==> src/idi_chi2_running_score_core_assert.svh <==
// Assertion macros for the interval score core.
// Both expect the clock aclk and the active-low reset aresetn in scope.
`ifndef IDI_CHI2_RUNNING_SCORE_CORE_ASSERT_SVH
`define IDI_CHI2_RUNNING_SCORE_CORE_ASSERT_SVH

// Same-cycle implication.
`define IDI_C2_ASSERT_IMP(lbl, ante, cons, msg) \
    lbl: assert property (@(posedge aclk) disable iff (!aresetn) (ante) |-> (cons)) \
        else $error(msg);

// Next-cycle implication.
`define IDI_C2_ASSERT_NXT(lbl, ante, cons, msg) \
    lbl: assert property (@(posedge aclk) disable iff (!aresetn) (ante) |=> (cons)) \
        else $error(msg);

`endif

==> src/idi_c2_pkg.sv <==
`timescale 1ns / 1ps

package idi_c2_pkg;

    // Field and register widths.
    localparam int TIME_W     = 63;
    localparam int BITS_W     = 16;
    localparam int SCORE_W    = 32;
    localparam int SUM_W      = 48;
    localparam int IVL_W      = 48;
    localparam int CFG_IDX_W  = 2;
    localparam int CFG_DATA_W = 40;
    localparam int MINIVL_W   = 40;
    localparam int RELERR_W   = 24;
    localparam int MINERR_W   = 40;
    localparam int JUNK_W     = 32;

    // Shared serial units: one bit of the multiplier or quotient per step.
    localparam int STEPS  = 32;
    localparam int STEP_W = 5;
    localparam int MC_W   = 48;
    localparam int MP_W   = STEPS;
    localparam int PROD_W = MC_W + MP_W;
    localparam int QUO_W  = STEPS;
    localparam int DREM_W = 56;
    localparam int ERR_W  = 55;

    typedef logic [STEP_W-1:0] step_t;
    localparam step_t STEP_LAST = step_t'(STEPS - 1);

    // Configuration register indexes.
    typedef enum logic [CFG_IDX_W-1:0] {
        CFG_MIN_INTERVAL = 2'd0,
        CFG_REL_ERROR    = 2'd1,
        CFG_MIN_ERROR    = 2'd2,
        CFG_JUNK_PENALTY = 2'd3
    } cfg_idx_t;

endpackage

==> src/idi_c2_smul.sv <==
`timescale 1ns / 1ps

module idi_c2_smul (
    input  logic                           aclk,
    input  logic                           aresetn,
    input  logic                           start,
    input  logic [idi_c2_pkg::MC_W-1:0]    mcand,
    input  logic [idi_c2_pkg::MP_W-1:0]    mplier,
    output logic [idi_c2_pkg::PROD_W-1:0]  product,
    output logic                           done
);

    logic                          busy_reg;
    logic                          done_reg;
    idi_c2_pkg::step_t             cnt_reg;
    logic [idi_c2_pkg::MC_W-1:0]   mcand_reg;
    logic [idi_c2_pkg::PROD_W-1:0] prod_reg;
    logic [idi_c2_pkg::MC_W:0]     part_sum;
    logic [idi_c2_pkg::PROD_W-1:0] prod_next;

    // One multiplier bit per step: add into the upper half, shift right.
    always_comb begin
        part_sum  = {1'b0, prod_reg[idi_c2_pkg::PROD_W-1:idi_c2_pkg::MP_W]}
                  + (prod_reg[0] ? {1'b0, mcand_reg} : '0);
        prod_next = {part_sum, prod_reg[idi_c2_pkg::MP_W-1:1]};
    end

    // Step counter and completion pulse.
    always_ff @(posedge aclk) begin
        if (!aresetn) begin
            busy_reg <= 1'b0;
            done_reg <= 1'b0;
            cnt_reg  <= '0;
        end else begin
            done_reg <= 1'b0;
            if (start) begin
                busy_reg <= 1'b1;
                cnt_reg  <= '0;
            end else if (busy_reg) begin
                cnt_reg <= cnt_reg + 1'b1;
                if (cnt_reg == idi_c2_pkg::STEP_LAST) begin
                    busy_reg <= 1'b0;
                    done_reg <= 1'b1;
                end
            end
        end
    end

    // Operand and partial product registers.
    always_ff @(posedge aclk) begin
        if (start) begin
            mcand_reg <= mcand;
            prod_reg  <= {{idi_c2_pkg::MC_W{1'b0}}, mplier};
        end else if (busy_reg) begin
            prod_reg <= prod_next;
        end
    end

    assign product = prod_reg;
    assign done    = done_reg;

endmodule

==> src/idi_c2_qdiv.sv <==
`timescale 1ns / 1ps

module idi_c2_qdiv (
    input  logic                           aclk,
    input  logic                           aresetn,
    input  logic                           start,
    input  logic [idi_c2_pkg::DREM_W-1:0]  rem_init,
    input  logic [idi_c2_pkg::QUO_W-1:0]   num_lo,
    input  logic [idi_c2_pkg::DREM_W-1:0]  divisor,
    output logic [idi_c2_pkg::QUO_W-1:0]   quotient,
    output logic                           done
);

    logic                          busy_reg;
    logic                          done_reg;
    idi_c2_pkg::step_t             cnt_reg;
    logic [idi_c2_pkg::DREM_W-1:0] rem_reg;
    logic [idi_c2_pkg::DREM_W-1:0] div_reg;
    logic [idi_c2_pkg::QUO_W-1:0]  q_reg;
    logic [idi_c2_pkg::DREM_W-1:0] trial;
    logic                          fits;

    // Restoring step: bring down the next numerator bit, subtract if it fits.
    // The caller guarantees that the starting remainder is below the divisor.
    always_comb begin
        trial = {rem_reg[idi_c2_pkg::DREM_W-2:0], q_reg[idi_c2_pkg::QUO_W-1]};
        fits  = (trial >= div_reg);
    end

    // Step counter and completion pulse.
    always_ff @(posedge aclk) begin
        if (!aresetn) begin
            busy_reg <= 1'b0;
            done_reg <= 1'b0;
            cnt_reg  <= '0;
        end else begin
            done_reg <= 1'b0;
            if (start) begin
                busy_reg <= 1'b1;
                cnt_reg  <= '0;
            end else if (busy_reg) begin
                cnt_reg <= cnt_reg + 1'b1;
                if (cnt_reg == idi_c2_pkg::STEP_LAST) begin
                    busy_reg <= 1'b0;
                    done_reg <= 1'b1;
                end
            end
        end
    end

    // Remainder and numerator/quotient shift register.
    always_ff @(posedge aclk) begin
        if (start) begin
            rem_reg <= rem_init;
            div_reg <= divisor;
            q_reg   <= num_lo;
        end else if (busy_reg) begin
            rem_reg <= fits ? (trial - div_reg) : trial;
            q_reg   <= {q_reg[idi_c2_pkg::QUO_W-2:0], fits};
        end
    end

    assign quotient = q_reg;
    assign done     = done_reg;

endmodule

==> src/idi_chi2_running_score_core.sv <==
`timescale 1ns / 1ps
// A clear or a restarting unit goes straight to its result. A tracked unit runs the bit-serial
// ms remainder, then a 32-step quotient and a 32-step square (skipped for a first interval, a
// short gap or a saturated ratio); it and an untracked unit end in a 32-step normalizing
// quotient (skipped if the score saturates). Results held off by m_ready wait in S_DONE.
// Throughput: one word in work at a time; the next word is taken once the result is in the
// output register. Configuration writes are taken every cycle.
// Reset (aresetn low, synchronous) clears the score state and loads the register defaults.
`include "idi_chi2_running_score_core_assert.svh"

module idi_chi2_running_score_core (
    input  logic                               aclk,
    input  logic                               aresetn,

    input  logic                               s_valid,
    output logic                               s_ready,
    input  logic                               s_action,
    input  logic [idi_c2_pkg::TIME_W-1:0]      s_unit_time,
    input  logic                               s_in_track,
    input  logic [idi_c2_pkg::BITS_W-1:0]      s_bit_count,
    input  logic [idi_c2_pkg::BITS_W-1:0]      s_k_count,

    output logic                               m_valid,
    input  logic                               m_ready,
    output logic [idi_c2_pkg::SCORE_W-1:0]     m_score_q16,
    output logic                               m_overflow,

    input  logic                               cfg_valid,
    output logic                               cfg_ready,
    input  logic [idi_c2_pkg::CFG_IDX_W-1:0]   cfg_index,
    input  logic [idi_c2_pkg::CFG_DATA_W-1:0]  cfg_data
);

    typedef enum logic [11:0] {
        S_IDLE      = 12'b0000_0000_0001,
        S_MOD       = 12'b0000_0000_0010,
        S_IVL       = 12'b0000_0000_0100,
        S_NOW       = 12'b0000_0000_1000,
        S_TERM      = 12'b0000_0001_0000,
        S_CHK       = 12'b0000_0010_0000,
        S_DIV       = 12'b0000_0100_0000,
        S_SQR       = 12'b0000_1000_0000,
        S_ACC       = 12'b0001_0000_0000,
        S_NORM_CHK  = 12'b0010_0000_0000,
        S_NORM      = 12'b0100_0000_0000,
        S_DONE      = 12'b1000_0000_0000
    } state_t;

    localparam int MSR_W    = 20;
    localparam int MS_CNT_W = 6;
    localparam logic [MSR_W:0]          MS_DIV    = 21'd1000000;
    localparam logic [MS_CNT_W-1:0]     MS_LAST   = 6'd62;
    localparam logic [47:0]             SUM_MAX   = {48{1'b1}};
    localparam logic [31:0]             SCORE_MAX = {32{1'b1}};
    localparam logic [47:0]             IVL_MAX   = 48'h7FFF_FFFF_FFFF;
    localparam logic [47:0]             IVL_MIN   = 48'h8000_0000_0000;
    localparam logic signed [63:0]      NEG_FLOOR = 64'shFFFF_8000_0000_0000;

    // Configuration registers.
    logic [idi_c2_pkg::MINIVL_W-1:0] min_ivl_reg;
    logic [idi_c2_pkg::RELERR_W-1:0] rel_err_reg;
    logic [idi_c2_pkg::MINERR_W-1:0] min_err_reg;
    logic [idi_c2_pkg::JUNK_W-1:0]   junk_reg;

    // Score state.
    logic [idi_c2_pkg::SUM_W-1:0]    sum_reg;
    logic [idi_c2_pkg::IVL_W-1:0]    prev_ivl_reg;
    logic                            pvalid_reg;
    logic                            have_prev_reg;
    logic [idi_c2_pkg::TIME_W-1:0]   ptime_reg;

    // Control.
    state_t                          state_reg;
    logic [MS_CNT_W-1:0]             cnt_reg;
    logic                            m_valid_reg;

    // Work registers.
    logic [idi_c2_pkg::TIME_W-1:0]   t_reg;
    logic [idi_c2_pkg::BITS_W-1:0]   bits_reg;
    logic [idi_c2_pkg::TIME_W-1:0]   sh_p_reg;
    logic [idi_c2_pkg::TIME_W-1:0]   sh_t_reg;
    logic [MSR_W-1:0]                rp_reg;
    logic [MSR_W-1:0]                rt_reg;
    logic [idi_c2_pkg::TIME_W-1:0]   pa_reg;
    logic [idi_c2_pkg::TIME_W-1:0]   ta_reg;
    logic [idi_c2_pkg::TIME_W-1:0]   dpos_reg;
    logic                            ge_reg;
    logic [idi_c2_pkg::IVL_W-1:0]    now_reg;
    logic [47:0]                     a_reg;
    logic [idi_c2_pkg::ERR_W-1:0]    e_reg;
    logic [idi_c2_pkg::SUM_W-1:0]    term_reg;
    logic [idi_c2_pkg::SCORE_W-1:0]  res_score_reg;
    logic                            res_ovf_reg;
    logic [idi_c2_pkg::SCORE_W-1:0]  m_score_reg;
    logic                            m_ovf_reg;

    // Combinational helpers.
    logic                            accept;
    logic                            restart;
    logic                            out_free;
    logic                            out_load;
    logic [63:0]                     neg;
    logic [idi_c2_pkg::IVL_W-1:0]    now_pos;
    logic [idi_c2_pkg::IVL_W-1:0]    now_neg;
    logic [idi_c2_pkg::IVL_W-1:0]    now_val;
    logic [48:0]                     d_fwd;
    logic [48:0]                     d_bwd;
    logic                            last_pos;
    logic [idi_c2_pkg::MINERR_W-1:0] min_eff;
    logic [idi_c2_pkg::ERR_W-1:0]    p_err;
    logic                            junk;
    logic                            sat_div;
    logic                            sat_norm;
    logic [idi_c2_pkg::SUM_W:0]      sum_add;

    // Shared unit connections.
    logic                            smul_start;
    logic [idi_c2_pkg::MC_W-1:0]     smul_mcand;
    logic [idi_c2_pkg::MP_W-1:0]     smul_mplier;
    logic [idi_c2_pkg::PROD_W-1:0]   smul_prod;
    logic                            smul_done;
    logic                            qdiv_start;
    logic [idi_c2_pkg::DREM_W-1:0]   qdiv_rem;
    logic [idi_c2_pkg::QUO_W-1:0]    qdiv_lo;
    logic [idi_c2_pkg::DREM_W-1:0]   qdiv_div;
    logic [idi_c2_pkg::QUO_W-1:0]    qdiv_quot;
    logic                            qdiv_done;

    // One bit of a restoring division by one million.
    function automatic logic [MSR_W-1:0] ms_step(input logic [MSR_W-1:0] rem,
                                                 input logic din);
        logic [MSR_W:0] trial;
        logic [MSR_W:0] diff;
        trial = {rem, din};
        diff  = trial - MS_DIV;
        if (trial >= MS_DIV) begin
            return diff[MSR_W-1:0];
        end
        return trial[MSR_W-1:0];
    endfunction

    // Handshakes.
    assign s_ready   = (state_reg == S_IDLE);
    assign cfg_ready = 1'b1;
    assign accept    = s_valid && s_ready;
    assign restart   = !have_prev_reg || (s_k_count < 16'd2) || (s_bit_count < 16'd2);
    assign out_free  = !m_valid_reg || m_ready;
    assign out_load  = (state_reg == S_DONE) && out_free;

    // New interval: forward difference, or whole-millisecond difference going back.
    always_comb begin
        neg     = {1'b0, ta_reg} - {1'b0, pa_reg};
        now_pos = (|dpos_reg[62:47]) ? IVL_MAX : dpos_reg[47:0];
        now_neg = ($signed(neg) < NEG_FLOOR) ? IVL_MIN : neg[47:0];
        now_val = ge_reg ? now_pos : now_neg;
    end

    // Interval error and deviation magnitude.
    always_comb begin
        d_fwd    = {now_reg[47], now_reg} - {prev_ivl_reg[47], prev_ivl_reg};
        d_bwd    = {prev_ivl_reg[47], prev_ivl_reg} - {now_reg[47], now_reg};
        last_pos = !prev_ivl_reg[47] && (|prev_ivl_reg);
        min_eff  = (min_err_reg == '0) ? 40'd1 : min_err_reg;
        p_err    = smul_prod[70:16];
    end

    // Saturation tests ahead of each quotient.
    always_comb begin
        junk     = $signed(now_reg) < $signed({8'b0, min_ivl_reg});
        sat_div  = {23'b0, a_reg} >= {e_reg, 16'b0};
        sat_norm = sum_reg >= {bits_reg, 32'b0};
        sum_add  = {1'b0, sum_reg} + {1'b0, term_reg};
    end

    // The multiplier forms last * relative error during the remainder pass,
    // then the square of the quotient.
    always_comb begin
        smul_start = (accept && !s_action && s_in_track && !restart)
                   || ((state_reg == S_DIV) && qdiv_done);
        if (state_reg == S_IDLE) begin
            smul_mcand  = last_pos ? prev_ivl_reg : '0;
            smul_mplier = {8'b0, rel_err_reg};
        end else begin
            smul_mcand  = {16'b0, qdiv_quot};
            smul_mplier = qdiv_quot;
        end
    end

    // The divider forms deviation / error, then score sum / bit count.
    always_comb begin
        qdiv_start = ((state_reg == S_CHK) && !junk && !sat_div)
                   || ((state_reg == S_NORM_CHK) && !sat_norm);
        if (state_reg == S_CHK) begin
            qdiv_rem = {24'b0, a_reg[47:16]};
            qdiv_lo  = {a_reg[15:0], 16'b0};
            qdiv_div = {1'b0, e_reg};
        end else begin
            qdiv_rem = {40'b0, sum_reg[47:32]};
            qdiv_lo  = sum_reg[31:0];
            qdiv_div = {40'b0, bits_reg};
        end
    end

    idi_c2_smul u_smul (
        .aclk    (aclk),
        .aresetn (aresetn),
        .start   (smul_start),
        .mcand   (smul_mcand),
        .mplier  (smul_mplier),
        .product (smul_prod),
        .done    (smul_done)
    );

    idi_c2_qdiv u_qdiv (
        .aclk     (aclk),
        .aresetn  (aresetn),
        .start    (qdiv_start),
        .rem_init (qdiv_rem),
        .num_lo   (qdiv_lo),
        .divisor  (qdiv_div),
        .quotient (qdiv_quot),
        .done     (qdiv_done)
    );

    // Control, configuration and score state.
    always_ff @(posedge aclk) begin
        if (!aresetn) begin
            state_reg     <= S_IDLE;
            cnt_reg       <= '0;
            m_valid_reg   <= 1'b0;
            min_ivl_reg   <= 40'd0;
            rel_err_reg   <= 24'd6554;
            min_err_reg   <= 40'd1000000;
            junk_reg      <= 32'd6553600;
            sum_reg       <= '0;
            prev_ivl_reg  <= '0;
            pvalid_reg    <= 1'b0;
            have_prev_reg <= 1'b0;
            ptime_reg     <= '0;
        end else begin
            if (cfg_valid) begin
                case (cfg_index)
                    idi_c2_pkg::CFG_MIN_INTERVAL: min_ivl_reg <= cfg_data;
                    idi_c2_pkg::CFG_REL_ERROR:    rel_err_reg <= cfg_data[23:0];
                    idi_c2_pkg::CFG_MIN_ERROR:    min_err_reg <= cfg_data;
                    idi_c2_pkg::CFG_JUNK_PENALTY: junk_reg    <= cfg_data[31:0];
                    default: ;
                endcase
            end

            if (out_load) begin
                m_valid_reg <= 1'b1;
            end else if (m_ready) begin
                m_valid_reg <= 1'b0;
            end

            case (state_reg)
                S_IDLE: begin
                    cnt_reg <= '0;
                    if (s_valid) begin
                        if (s_action) begin
                            sum_reg       <= '0;
                            prev_ivl_reg  <= '0;
                            pvalid_reg    <= 1'b0;
                            have_prev_reg <= 1'b0;
                            ptime_reg     <= '0;
                            state_reg     <= S_DONE;
                        end else if (!s_in_track) begin
                            state_reg <= S_NORM_CHK;
                        end else if (restart) begin
                            have_prev_reg <= 1'b1;
                            ptime_reg     <= s_unit_time;
                            sum_reg       <= '0;
                            state_reg     <= S_DONE;
                        end else begin
                            state_reg <= S_MOD;
                        end
                    end
                end
                S_MOD: begin
                    cnt_reg <= cnt_reg + 1'b1;
                    if (cnt_reg == MS_LAST) begin
                        state_reg <= S_IVL;
                    end
                end
                S_IVL: begin
                    state_reg <= S_NOW;
                end
                S_NOW: begin
                    if (pvalid_reg) begin
                        state_reg <= S_TERM;
                    end else begin
                        // First interval is only stored.
                        ptime_reg    <= t_reg;
                        prev_ivl_reg <= now_val;
                        pvalid_reg   <= 1'b1;
                        state_reg    <= S_NORM_CHK;
                    end
                end
                S_TERM: begin
                    state_reg <= S_CHK;
                end
                S_CHK: begin
                    state_reg <= (junk || sat_div) ? S_ACC : S_DIV;
                end
                S_DIV: begin
                    if (qdiv_done) begin
                        state_reg <= S_SQR;
                    end
                end
                S_SQR: begin
                    if (smul_done) begin
                        state_reg <= S_ACC;
                    end
                end
                S_ACC: begin
                    sum_reg      <= sum_add[48] ? SUM_MAX : sum_add[47:0];
                    ptime_reg    <= t_reg;
                    prev_ivl_reg <= now_reg;
                    pvalid_reg   <= 1'b1;
                    state_reg    <= S_NORM_CHK;
                end
                S_NORM_CHK: begin
                    state_reg <= sat_norm ? S_DONE : S_NORM;
                end
                S_NORM: begin
                    if (qdiv_done) begin
                        state_reg <= S_DONE;
                    end
                end
                S_DONE: begin
                    if (out_free) begin
                        state_reg <= S_IDLE;
                    end
                end
                default: begin
                    state_reg <= S_IDLE;
                end
            endcase
        end
    end

    // Datapath registers.
    always_ff @(posedge aclk) begin
        case (state_reg)
            S_IDLE: begin
                t_reg         <= s_unit_time;
                bits_reg      <= s_bit_count;
                sh_p_reg      <= ptime_reg;
                sh_t_reg      <= s_unit_time;
                rp_reg        <= '0;
                rt_reg        <= '0;
                res_score_reg <= '0;
                res_ovf_reg   <= 1'b0;
            end
            S_MOD: begin
                // Both times enter MSB first; only their remainders are kept.
                rp_reg   <= ms_step(rp_reg, sh_p_reg[62]);
                rt_reg   <= ms_step(rt_reg, sh_t_reg[62]);
                sh_p_reg <= {sh_p_reg[61:0], 1'b0};
                sh_t_reg <= {sh_t_reg[61:0], 1'b0};
            end
            S_IVL: begin
                pa_reg   <= ptime_reg - {43'b0, rp_reg};
                ta_reg   <= t_reg - {43'b0, rt_reg};
                dpos_reg <= t_reg - ptime_reg;
                ge_reg   <= (t_reg >= ptime_reg);
            end
            S_NOW: begin
                now_reg <= now_val;
            end
            S_TERM: begin
                a_reg <= d_fwd[48] ? d_bwd[47:0] : d_fwd[47:0];
                e_reg <= (last_pos && (p_err > {15'b0, min_eff})) ? p_err : {15'b0, min_eff};
            end
            S_CHK: begin
                term_reg <= junk ? {16'b0, junk_reg} : SUM_MAX;
            end
            S_SQR: begin
                if (smul_done) begin
                    term_reg <= smul_prod[63:16];
                end
            end
            S_NORM_CHK: begin
                res_score_reg <= SCORE_MAX;
                res_ovf_reg   <= 1'b1;
            end
            S_NORM: begin
                if (qdiv_done) begin
                    res_score_reg <= qdiv_quot;
                    res_ovf_reg   <= (sum_reg == SUM_MAX);
                end
            end
            S_DONE: begin
                if (out_free) begin
                    m_score_reg <= res_score_reg;
                    m_ovf_reg   <= res_ovf_reg;
                end
            end
            default: ;
        endcase
    end

    assign m_valid     = m_valid_reg;
    assign m_score_q16 = m_score_reg;
    assign m_overflow  = m_ovf_reg;

    // A word in work blocks the input until its result is registered.
    `IDI_C2_ASSERT_NXT(a_busy_after_accept, s_valid && s_ready, !s_ready, "word taken while busy")
    // The divider finishes only while one of its two uses waits for it.
    `IDI_C2_ASSERT_IMP(a_div_done_state, qdiv_done, (state_reg == S_DIV) || (state_reg == S_NORM), "stray divider result")
    // The multiplier finishes only inside the remainder pass or the square step.
    `IDI_C2_ASSERT_IMP(a_mul_done_state, smul_done, (state_reg == S_MOD) || (state_reg == S_SQR), "stray multiplier result")
    // A stored interval always comes with a stored unit time.
    `IDI_C2_ASSERT_IMP(a_ivl_needs_unit, pvalid_reg, have_prev_reg, "interval without a unit")

endmodule

==> config.mk <==
export PLATFORM = sky130hd
export DESIGN_NAME = idi_chi2_running_score_core
export DESIGN_NICKNAME = d
export VERILOG_FILES = /design/src/idi_c2_pkg.sv /design/src/idi_c2_smul.sv /design/src/idi_c2_qdiv.sv /design/src/idi_chi2_running_score_core.sv
export VERILOG_INCLUDE_DIRS = /design/src /design/src/src
export SDC_FILE = /design/constraint.sdc
export NUM_CORES = 2
export LEC_CHECK = 0
export BUFFER_PORTS_ARGS = -buffer_cell sky130_fd_sc_hd__buf_2
export CAP_MARGIN = 20
export CORE_UTILIZATION = 60
export CTS_CLUSTER_SIZE = 30
export DETAILED_ROUTE_END_ITERATION = 8
export GPL_TIMING_DRIVEN = 0
export HOLD_SLACK_MARGIN = 0.1
export MAX_ROUTING_LAYER = met4
export PLACE_DENSITY = 0.86
export SLEW_MARGIN = 20
export SYNTH_ARGS = -nofsm -noshare
export SYNTH_HDL_FRONTEND = slang
export SYNTH_SLANG_ARGS = --single-unit
==> constraint.sdc <==
create_clock -name aclk -period 10.3 [get_ports aclk]
set_clock_uncertainty 0.1 [all_clocks]
set_input_delay 1.03 -clock aclk [delete_from_list [all_inputs] [get_ports aclk]]
set_output_delay 1.03 -clock aclk [all_outputs]
set_load 0.05 [all_outputs]
==> out/metrics.cfg <==
[status]
outcome = finished clean

[worst_setup_path]
crit_required_ns = 10.66
startpoint_type = flop
cpPeakStageDelay_ns = 0.75
reg2reg_to = now_reg[39]
critPathCapture = now_reg[39]
crit_start = ta_reg[42]
cp.arrival_ns = 6.67
path_class = flop to flop
end_kind = flop
critical-path-slowest-cell = o31ai_1
path_buf_inv = 3
r2r_cells = 16
crit_fanout = 10
cp_top_family = compound AO/OA/AOI/OAI gates
crit_chain = ha_1, buf_2, nand4_1, nor4_1, nand2_1, or4_1, o31ai_1, a211o_2, a211oi_1, o41ai_2, xnor2_1, nor2_1, a32oi_1, buf_6, clkbuf_1, o21ai_0
worst-path-stages = 16
reg2reg_from = ta_reg[42]
r2r_setup_slack_ns = 4.00

[floorplanning]
core_region_area_um2 = 130000
dieArea_um2 = 133000
rows = 132
initial_core_util_pct = 60.70
die_y_um = 364.6
io_pins = 180
dieWidth_um = 364.6

[power]
power.internal_mw = 11.33
p_leak_nw = 33.91
pwr-share-comb_pct = 29.6
netSwitchingFraction_pct = 35.02
seqPwrFrac_pct = 41.4
power_switching_mw = 6.106
ir_drop_v = 0.0002902
clkPwrFrac_pct = 29.0
power_density_nw_per_um2 = 199.8

[logic_synthesis]
synth-compound-area-share_pct = 18.88
synth_mux_area_share_pct = 1.743
synth.net_count = 9193
synth-seq-cells = 1300
synthCells = 8491
synth-simple-area-share_pct = 16.33
ys_seq_area_share_pct = 44.68
synthAdderAreaFrac_pct = 8.934
synth_flop_cell = edfxtp_1
synth_cell_types = 100
synth_xor_area_share_pct = 4.607
synth_warnings = 0
synth_async_sr_flop_share_pct = 0
synth_top_family_by_area = compound AO/OA/AOI/OAI gates
syn_avg_cell_area_um2 = 9.292
netlist_area_um2 = 78900
synth_edf_count = 922

[timing]
final_max_slew_viol_count = 0
rsz0062_at_grt = no
maxSlewHeadroom_pct = 7.789
clock.fmax_mhz = 158.6
worst_pin_slew_ns = 1.371
setup_tns_ns = 0
finalHoldViolCount = 0
fin_crit_sh_pct = 61.20
timing.final.crit_period_ns = 6.304
finalSetupViolCount = 0

[layout]
area_growth_pct = 10.63
layout-drive-gt1-share_pct = 7.550
fin_cells = 10720
final_cell_mix = nand2_1 (1,056), edfxtp_1 (922), a21oi_1 (762), nor2_1 (655), inv_1 (566)
fillers = 10120
final_common_cell = nand2_1
largest_reg_flops = 80
finalNetCount = 9551

[clocking]
hold_buffers = 0
cts_tree = yes
cts_setup_buffers = 0
cts_made_buffers = 140
cts_sinks = 1300
cts-root-buf = clkbuf_16
cts_max_level = 4
clkLatencyLatePin_ns = 0.79
clk_pin_slew_ns = 0.06
cts_max_path_buffers = 3
ctsResizeCount = 0

[global_routing]
antenna_found_initial = 15
gr-total-overflow = 0
grt_usage_pct = 43.58
grt_max_degree = 119
grt_pass1_vias = 66660
grt_pass1_wl_mm = 416.0

[placement]
dp_hpwl_mm = 226.7
gp_congestion = 1.070
io_buffers = 176
place_inst = 10450

[route]
ant_nets = 0
wire_per_inst_um = 26.75
drt-initial-drc-count = 8159
vias_per_cell = 6.462
first_pass_iters = 7
drc = 0
routed_wirelength_mm = 286.8
vias = 69290

[worst_hold_path]
min_from = res_score_reg[18]
hold_class = flop to flop

[job]
cap_violations = 0

==> how the worst min path moves through the flow <==
stage	endpoint	depth (start not counted)
after global placement	m_score_q16[9]	0
after detailed placement	m_score_q16[10]	0
final	m_score_q16[18]	0
after CTS	bits_reg[0]	1
after global routing	bits_reg[0]	1
after floorplan	m_overflow	0
==> power groups by stage <==
stage / Clock [mW] / Sequential (mW) / Combinational (mW)
floorplan: 0 / 7.15 / 3.46
global placement: 0 / 7.36 / 4.74
detailed placement: 0 / 7.27 / 4.97
CTS: 5.04 / 7.18 / 5.03
global route: 5.23 / 7.25 / 5.54
finish: 5.06 / 7.21 / 5.16
==> stage by stage <==
stage               setup WS (ns)  instance area, µm²  hold slack (ns)  util (%)  power, mW
floorplan                   1.051               78900           0.3003         -      10.60
global placement           -3.223               81960           0.3044     63.06      12.10
detailed placement          4.333               82660           0.3045     63.59      12.25
CTS                         4.301               87240           0.3039     67.12      17.24
global route                3.854               87280           0.3149     67.15      18.02
finish                      3.996               87280           0.3184     67.15      17.44
==> cell usage after synthesis (43+ instances only) <==
master    count  area, µm²
edfxtp_1    922      27690
and2_1      113      706.9
a211oi_1    173       1299
nand4_1     143      894.6
clkbuf_1    358       1344
o31ai_2      44      550.5
mux2_2       43      484.2
nand2b_1     70      437.9
nand3_1     156      780.8
nor3b_1      80      600.6
nor2b_1      85      531.8
xor2_1      145       1270
nor4_1       97      606.8
o21ai_0     495       2477
inv_1       569       2136
a22oi_1      50      375.4
xnor2_1     270       2365
nor3_1      146      730.7
dfxtp_1     378       7567
mux2i_1      89      890.9
a22o_1       48      420.4
o22a_1       47      411.6
nand2_1    1057       3968
o21bai_1     70      525.5
o21a_1       61      457.9
o211ai_1     45      337.8
nor2_1      655       2459
ha_1        549       6869
a21oi_1     763       3819
a31oi_1      74      462.9
a21o_1      210       1577
==> final cells by class <==
| cell class | count | area (µm²) | area share, % |
|---|---|---|---|
| Timing Repair Buffer | 216 | 1423 | 1.630 |
| Antenna cell | 14 | 35.03 | 0.04014 |
| Multi-Input combinational cell | 6207 | 39970 | 45.80 |
| Tap cell | 1742 | 2180 | 2.497 |
| Clock buffer | 179 | 3870 | 4.434 |
| Sequential cell | 1300 | 35250 | 40.39 |
| Inverter | 571 | 2156 | 2.470 |
| Buffer | 413 | 1677 | 1.921 |
| Clock inverter | 81 | 715.7 | 0.8200 |
==> metal layers <==
layer	track usage, %	wire length [µm]	vias to the layer above	share of wire [%]
met4	33.84	26440	0	9.2
met2	69.34	132800	3923	46
met3	7.600	24470	1068	8.5
li1	-	-	31410	-
met5	-	0	-	0
met1	48.76	103200	32890	36
==> kinds of logic after synthesis <==
kind of cell / after synthesis
other cells: 2
simple gates: 2759
fa+ha+maj: 558
xor+xnor: 415
compound gates: 2341
buf+inv: 984
flops: 1300
mux: 132
(Power assumes the default switching activity.)
